`src/hdl/acc_pkg.sv`:
```
`default_nettype none
// ----------------------------------------------------------------------------
// acc_pkg
// Shared widths, constants and controller/datapath command and status types
// for the amount compression codec.
// ----------------------------------------------------------------------------
package acc_pkg;

   localparam int VALUE_W   = 64;
   localparam int DIGIT_W   = 4;
   localparam int EXP_W     = 4;
   localparam int DIV_BITS  = 16;
   localparam int DIV_STEPS = VALUE_W / DIV_BITS;
   localparam int CNT_W     = $clog2(DIV_STEPS);

   // chunk divide: remainder on top of one chunk, times a scaled reciprocal
   localparam int DIVD_W      = DIGIT_W + DIV_BITS;
   localparam int RECIP_W     = 20;
   localparam int PROD_W      = DIVD_W + RECIP_W;
   localparam int RECIP_SHIFT = 23;

   localparam logic [DIGIT_W:0]   RADIX     = 5'd10;
   localparam logic [DIGIT_W:0]   NINE      = 5'd9;
   localparam logic [EXP_W-1:0]   MAX_EXP   = 4'd9;
   localparam logic [DIGIT_W-1:0] MAX_DIGIT = 4'd9;

   // ceil(2^23 / 10) and ceil(2^23 / 9), exact for every chunk dividend
   localparam logic [RECIP_W-1:0] RECIP_TEN  = 20'd838861;
   localparam logic [RECIP_W-1:0] RECIP_NINE = 20'd932068;

   typedef enum logic [3:0] {
      OP_NONE        = 4'd0,
      OP_LOAD        = 4'd1,
      OP_DIV         = 4'd2,
      OP_DEC         = 4'd3,
      OP_INC         = 4'd4,
      OP_MUL9        = 4'd5,
      OP_MUL10       = 4'd6,
      OP_ADD_REM_DEC = 4'd7,
      OP_ADD_REM_INC = 4'd8,
      OP_ADD_EXP_INC = 4'd9
   } dp_op_type;

   typedef enum logic [2:0] {
      EXP_HOLD = 3'd0,
      EXP_CLR  = 3'd1,
      EXP_INC  = 3'd2,
      EXP_DEC  = 3'd3,
      EXP_REM  = 3'd4
   } exp_op_type;

   typedef struct packed {
      dp_op_type  op;
      exp_op_type exp_op;
      logic       div_first;
      logic       div_nine;
      logic       emit;
   } dp_cmd_type;

   typedef struct packed {
      logic n_zero;
      logic rem_zero;
      logic rem_max;
      logic e_zero;
      logic e_max;
   } dp_stat_type;

endpackage
`default_nettype wire

```
`src/hdl/acc_controller.sv`:
```
`default_nettype none
// ----------------------------------------------------------------------------
// acc_controller
// Sequencer for compress and decompress: steps the datapath through the
// divide, multiply and add phases and owns the response valid.
// ----------------------------------------------------------------------------
module acc_controller (
   input  wire logic                 clock,
   input  wire logic                 reset,
   input  wire logic                 req_valid,
   input  wire logic                 req_kind,
   output logic                      req_ready,
   output logic                      rsp_valid,
   input  wire logic                 rsp_ready,
   input  wire acc_pkg::dp_stat_type stat,
   output acc_pkg::dp_cmd_type       cmd
);

   typedef enum logic [18:0] {
      ST_IDLE    = 19'h00001,
      ST_CHECK   = 19'h00002,
      ST_C_DIV   = 19'h00004,
      ST_C_TEST  = 19'h00008,
      ST_C_LOOP  = 19'h00010,
      ST_C_MUL9  = 19'h00020,
      ST_C_ADDR  = 19'h00040,
      ST_C_DEC9  = 19'h00080,
      ST_C_MUL10 = 19'h00100,
      ST_C_ADDE  = 19'h00200,
      ST_X_DEC   = 19'h00400,
      ST_X_DIV10 = 19'h00800,
      ST_X_TEST  = 19'h01000,
      ST_X_INC   = 19'h02000,
      ST_X_DIV9  = 19'h04000,
      ST_X_MUL10 = 19'h08000,
      ST_X_ADDD  = 19'h10000,
      ST_X_SCALE = 19'h20000,
      ST_FIN     = 19'h40000
   } state_type;

   state_type                 state_ff, state_in;
   logic [acc_pkg::CNT_W-1:0] cnt_ff, cnt_in;
   logic                      kind_ff, kind_in;
   logic                      rsp_valid_ff, rsp_valid_in;
   logic                      accept;
   logic                      div_last;

   assign req_ready = (state_ff == ST_IDLE);
   assign accept    = req_valid & req_ready;
   assign div_last  = (cnt_ff == acc_pkg::CNT_W'(acc_pkg::DIV_STEPS - 1));
   assign kind_in   = accept ? req_kind : kind_ff;

   always_comb begin
      state_in      = state_ff;
      cnt_in        = cnt_ff;
      rsp_valid_in  = rsp_valid_ff & ~rsp_ready;
      cmd.op        = acc_pkg::OP_NONE;
      cmd.exp_op    = acc_pkg::EXP_HOLD;
      cmd.div_first = (cnt_ff == '0);
      cmd.div_nine  = 1'b0;
      cmd.emit      = 1'b0;
      unique case (state_ff)
         ST_IDLE: begin
            if (accept) begin
               cmd.op     = acc_pkg::OP_LOAD;
               cmd.exp_op = acc_pkg::EXP_CLR;
               state_in   = ST_CHECK;
            end
         end
         ST_CHECK: begin
            if (stat.n_zero) begin
               state_in = ST_FIN;
            end else if (kind_ff) begin
               state_in = ST_X_DEC;
            end else begin
               state_in = ST_C_DIV;
            end
         end
         ST_C_DIV: begin
            cmd.op = acc_pkg::OP_DIV;
            cnt_in = cnt_ff + 1'b1;
            if (div_last) begin
               state_in = ST_C_TEST;
            end
         end
         ST_C_TEST: begin
            // zero digit: keep the quotient and count one more decimal zero
            if (stat.rem_zero) begin
               cmd.exp_op = acc_pkg::EXP_INC;
               state_in   = ST_C_LOOP;
            end else begin
               state_in = ST_C_MUL9;
            end
         end
         ST_C_LOOP: begin
            state_in = stat.e_max ? ST_C_DEC9 : ST_C_DIV;
         end
         ST_C_MUL9: begin
            cmd.op   = acc_pkg::OP_MUL9;
            state_in = ST_C_ADDR;
         end
         ST_C_ADDR: begin
            cmd.op   = acc_pkg::OP_ADD_REM_DEC;
            state_in = ST_C_MUL10;
         end
         ST_C_DEC9: begin
            cmd.op   = acc_pkg::OP_DEC;
            state_in = ST_C_MUL10;
         end
         ST_C_MUL10: begin
            cmd.op   = acc_pkg::OP_MUL10;
            state_in = ST_C_ADDE;
         end
         ST_C_ADDE: begin
            cmd.op   = acc_pkg::OP_ADD_EXP_INC;
            state_in = ST_FIN;
         end
         ST_X_DEC: begin
            cmd.op   = acc_pkg::OP_DEC;
            state_in = ST_X_DIV10;
         end
         ST_X_DIV10: begin
            cmd.op = acc_pkg::OP_DIV;
            cnt_in = cnt_ff + 1'b1;
            if (div_last) begin
               state_in = ST_X_TEST;
            end
         end
         ST_X_TEST: begin
            cmd.exp_op = acc_pkg::EXP_REM;
            state_in   = stat.rem_max ? ST_X_INC : ST_X_DIV9;
         end
         ST_X_INC: begin
            cmd.op   = acc_pkg::OP_INC;
            state_in = ST_X_SCALE;
         end
         ST_X_DIV9: begin
            cmd.op       = acc_pkg::OP_DIV;
            cmd.div_nine = 1'b1;
            cnt_in       = cnt_ff + 1'b1;
            if (div_last) begin
               state_in = ST_X_MUL10;
            end
         end
         ST_X_MUL10: begin
            cmd.op   = acc_pkg::OP_MUL10;
            state_in = ST_X_ADDD;
         end
         ST_X_ADDD: begin
            cmd.op   = acc_pkg::OP_ADD_REM_INC;
            state_in = ST_X_SCALE;
         end
         ST_X_SCALE: begin
            if (stat.e_zero) begin
               state_in = ST_FIN;
            end else begin
               cmd.op     = acc_pkg::OP_MUL10;
               cmd.exp_op = acc_pkg::EXP_DEC;
            end
         end
         ST_FIN: begin
            // hand over once the output register is free or draining
            if (!rsp_valid_ff || rsp_ready) begin
               cmd.emit     = 1'b1;
               rsp_valid_in = 1'b1;
               state_in     = ST_IDLE;
            end
         end
         default: begin
            state_in = ST_IDLE;
         end
      endcase
   end

   always_ff @(posedge clock) begin
      kind_ff <= kind_in;
      if (reset) begin
         state_ff     <= ST_IDLE;
         cnt_ff       <= '0;
         rsp_valid_ff <= 1'b0;
      end else begin
         state_ff     <= state_in;
         cnt_ff       <= cnt_in;
         rsp_valid_ff <= rsp_valid_in;
      end
   end

   assign rsp_valid = rsp_valid_ff;

   a_accept_to_check: assert property (@(posedge clock) disable iff (reset)
      accept |=> state_ff == ST_CHECK)
      else $error("accepted beat did not start work");

   a_rsp_from_fin: assert property (@(posedge clock) disable iff (reset)
      $rose(rsp_valid_ff) |-> $past(state_ff == ST_FIN))
      else $error("response raised outside finish");

   a_div_count_idle: assert property (@(posedge clock) disable iff (reset)
      state_ff == ST_C_TEST || state_ff == ST_X_TEST || state_ff == ST_X_MUL10
      |-> cnt_ff == '0)
      else $error("divider count not back at zero");

   a_no_overwrite: assert property (@(posedge clock) disable iff (reset)
      rsp_valid_ff && !rsp_ready |=> rsp_valid_ff)
      else $error("pending response dropped");

endmodule
`default_nettype wire

```
`config.mk`:
```
export PLATFORM = sky130hd
export DESIGN_NAME = acc_controller
export DESIGN_NICKNAME = d
export VERILOG_FILES = /design/src/hdl/acc_pkg.sv /design/src/hdl/acc_controller.sv
export SDC_FILE = /design/constraint.sdc
export NUM_CORES = 1
export LEC_CHECK = 0
export ABC_AREA = 1
export BUFFER_PORTS_ARGS = -buffer_cell sky130_fd_sc_hd__buf_4
export CORE_MARGIN = 4
export CORE_UTILIZATION = 35
export CTS_BUF_LIST = sky130_fd_sc_hd__clkbuf_16
export DETAILED_ROUTE_END_ITERATION = 6
export PLACE_DENSITY = 0.6
export SYNTH_ARGS = -nofsm -noshare
export SYNTH_HDL_FRONTEND = slang
export SYNTH_SLANG_ARGS = --single-unit
```
`constraint.sdc`:
```
create_clock -name clock -period 1.9 [get_ports clock]
set_clock_uncertainty 0.2 [all_clocks]
set_input_delay 0.285 -clock clock [delete_from_list [all_inputs] [get_ports clock]]
set_output_delay 0.285 -clock clock [all_outputs]
set_load 0.05 [all_outputs]
```
==> metrics.txt <==
Internal 2.02 mW; Psw 1.79 mW; synthesized net count 233; synthesis-to-finish area growth 74.5%; global-route usage over all layers 18.2%; drt pass-1 iters 4; layout cells sized above 1 56.5%; register area share after synthesis 31.6%; area of the multi-input gates 1130 um2; combinational group share of total power 70.4%; Hold Worst Slack 0.0210 ns; Initial Util 36.7%; largest net degree at the start of global routing 14; number of global-route vias before repair 1601; sw frac 47.0%; crit end category output port; Via Count 1701; initial antenna violation count 0; final wirelength 4880 um; Crit-path slowest cell dfxtp_2; # DRC 0; DRT antenna net count 0; final setup violation count 26; fmax 458 MHz; Crit path max-delay family simple AND/OR/NAND/NOR gates; Tcrit/Tclk final 115%; CTS tree built; Rows 23; Synth area leaders dfxtp_1 30%, nand2_1 12%, inv_1 11%, nand3_1 8.4%, nor2_1 7.6%; top cell type's share of synthesized area 29.6%; CTS clk-pin slew, worst paths 0.06 ns; Lkg Pwr 1.39 nW; CP Buf/Inv Count 1; clock latency on the worst-skew pair 0.26 ns; H-tree depth 1; Mapped Area 1490 um2; PD cells 1470 nW/um2; violated checks negative setup slack; CP max stage delay 0.33 ns; Floorplan Core Area 4060 um2; grt ovf 0; slew margin rel. 75.7%; Root Driver clkbuf_16; Max VDD drop 0.00151 V; final hold vios 0; RSZ-0062 raised after global routing true; CP required 1.41 ns; critical setup path kind register to output port; Final HPWL DP 3120 um; Placement Setup Slack -0.0930 ns; clock buffer count from CTS 3; Seq. cell area 483 um2; slew at the pin closest to its max-slew limit 0.362 ns; # diodes 0; Crit Path Max Fanout 7; Clk network pwr share 12.1%; Port Buffers 21; I/O pin count 22; status finished, violations left; Die Ht 73.3 um; DR iter-0 viols 96; worst hold path class input pin to register; synth warn 0; Max clock buf depth 2; slack of the critical path -0.283 ns; critical path, cell by cell nor2_2 > nand2_2 > nor2_4 > nand3_1 > nand2_2 > nor2_2 > o2111ai_2 > buf_6; maxcap violations 0; die area 5370 um2; DR WL/cell 13.9 um; Synth Instances 221; Final Util 64.1%; die extent in x 73.3 um; Flop pwr share 17.5%; global-route wire length before repair 7510 um; Seq cells post-synth 23; Final Critical Period 2.18 ns; Slew Limit Fails 0; Fill cells 339; startpoint types register; Distinct cells, synth 29; # clock sinks 23; global placer's final weighted congestion 0.868; Vias/cell 4.85; fin nets 314; Yosys top cell by area dfxtp_1; CP arrival 1.70 ns; synthesized area per cell 6.74 um2
-- cells in the final DEF, fill, tap and decap left out, drive strengths merged, types with 2 or more instances in the layout --
cell type,n
nand4,2
dfxtp,22
nand2,55
a21oi,4
inv,43
nor3,12
clkbuf,3
and2,2
o21ai,3
nand3,26
nor2,41
buf,74
ha,2
nand3b,3
-- path summary, 6_finish.rpt --
| path | startpoint | slack (ns) | end | depth (start not counted) |
|---|---|---|---|---|
| worst max-delay path | state_ff[16] | -0.28 | cmd[8] | 8 |
| worst min-delay path | stat[3] | 0.02 | state_ff[5] | 2 |
| worst max register to register | state_ff[16] | -0.18 | state_ff[15] | 13 |
| worst min register to register | rsp_valid | 0.30 | rsp_valid | 2 |
-- cell type report --
cell class | count | share of cell area [%]
Clock inverter | 1 | 0.192
Timing Repair Buffer | 75 | 26.2
Sequential cell | 23 | 18.6
Multi-Input combinational cell | 156 | 43.4
Inverter | 43 | 6.40
Clock buffer | 3 | 2.89
Tap cell | 50 | 2.41
-- power groups by stage --
stage | Sequential, mW | Clock [mW] | Combinational, mW
after floorplan | 0.639 | 0 | 1.21
after global placement | 0.633 | 0 | 1.83
after detailed placement | 0.635 | 0 | 1.85
after CTS | 0.641 | 0.463 | 2.43
after global routing | 0.678 | 0.490 | 2.85
final | 0.669 | 0.461 | 2.69
-- layer usage --
layer	track usage, %	vias up	share of wire, %	routed length (um)
li1	-	856	-	-
met1	23.8	807	44	2150
met2	29.9	27	52	2520
met3	2.74	11	2.5	120
met4	7.38	0	1.8	88
met5	0	-	0	0
-- timing repair --
action / in CTS / in global routing
pin swaps: 21 / 18
endpoints found under the setup margin: 25 / 28
setup buffers: 17 / 5
gates cloned: 1 / 1
gates resized for setup: 75 / 34
endpoints found under the hold margin: 0 / 1
hold buffers: 0 / 1
-- cells by family after synthesis --
logic type / share of synthesized area [%]
compound gates: 4.62
fa+ha+maj: 1.68
buf+inv: 11.2
flops: 31.6
simple gates: 51.0
-- per-stage QoR --
stage | setup TNS (ns) | std cells | area (um2) | power (mW)
2_1_floorplan | -0.0314 | 221 | 1510 | 1.85
6_report | -4.27 | 351 | 2600 | 3.82
3_5_place_dp | -0.489 | 323 | 1990 | 2.49
4_1_cts | -2.80 | 344 | 2440 | 3.54
3_3_place_gp | -0.257 | 323 | 1990 | 2.47
5_1_grt | -6.13 | 351 | 2600 | 4.02
-- cell usage after synthesis --
cell and number:
nand2_1 46, inv_1 43, nor2_1 30, nand3_1 25, dfxtp_1 22, nor3_1 12, nand2_2 5, nor2_2 4
nor2_4 4, a21oi_1 3, o21ai_0 3, and2_4 2, ha_1 2, nand2_8 2, nand3b_1 2, nand4_1 2
nor2_8 2, a211oi_1 1, a21oi_2 1, buf_2 1, edfxtp_1 1, nand2_4 1, nand3_4 1, nand3b_4 1
nor3b_1 1, nor4_1 1, o2111ai_1 1, o211ai_1 1, o22ai_1 1
-- worst register-to-register path: stages, from the launching register on --
cell and delay [ns]:
dfxtp_2 0.33, nor2_2 0.11, nand2_2 0.10, nor2_4 0.26
and2_4 0.23, nand2_4 0.06, nand3_4 0.08, buf_6 0.11
buf_12 0.10, nand2_8 0.07, nand2_8 0.14, nor2_8 0.06
o21ai_1 0.08, inv_1 0.04
-- state kept, by name, indices dropped and copies added, names as in the netlist --
name,count
kind_ff,1
state_ff,19
cnt_ff,2
rsp_valid,1
(Power assumes the default switching activity.)
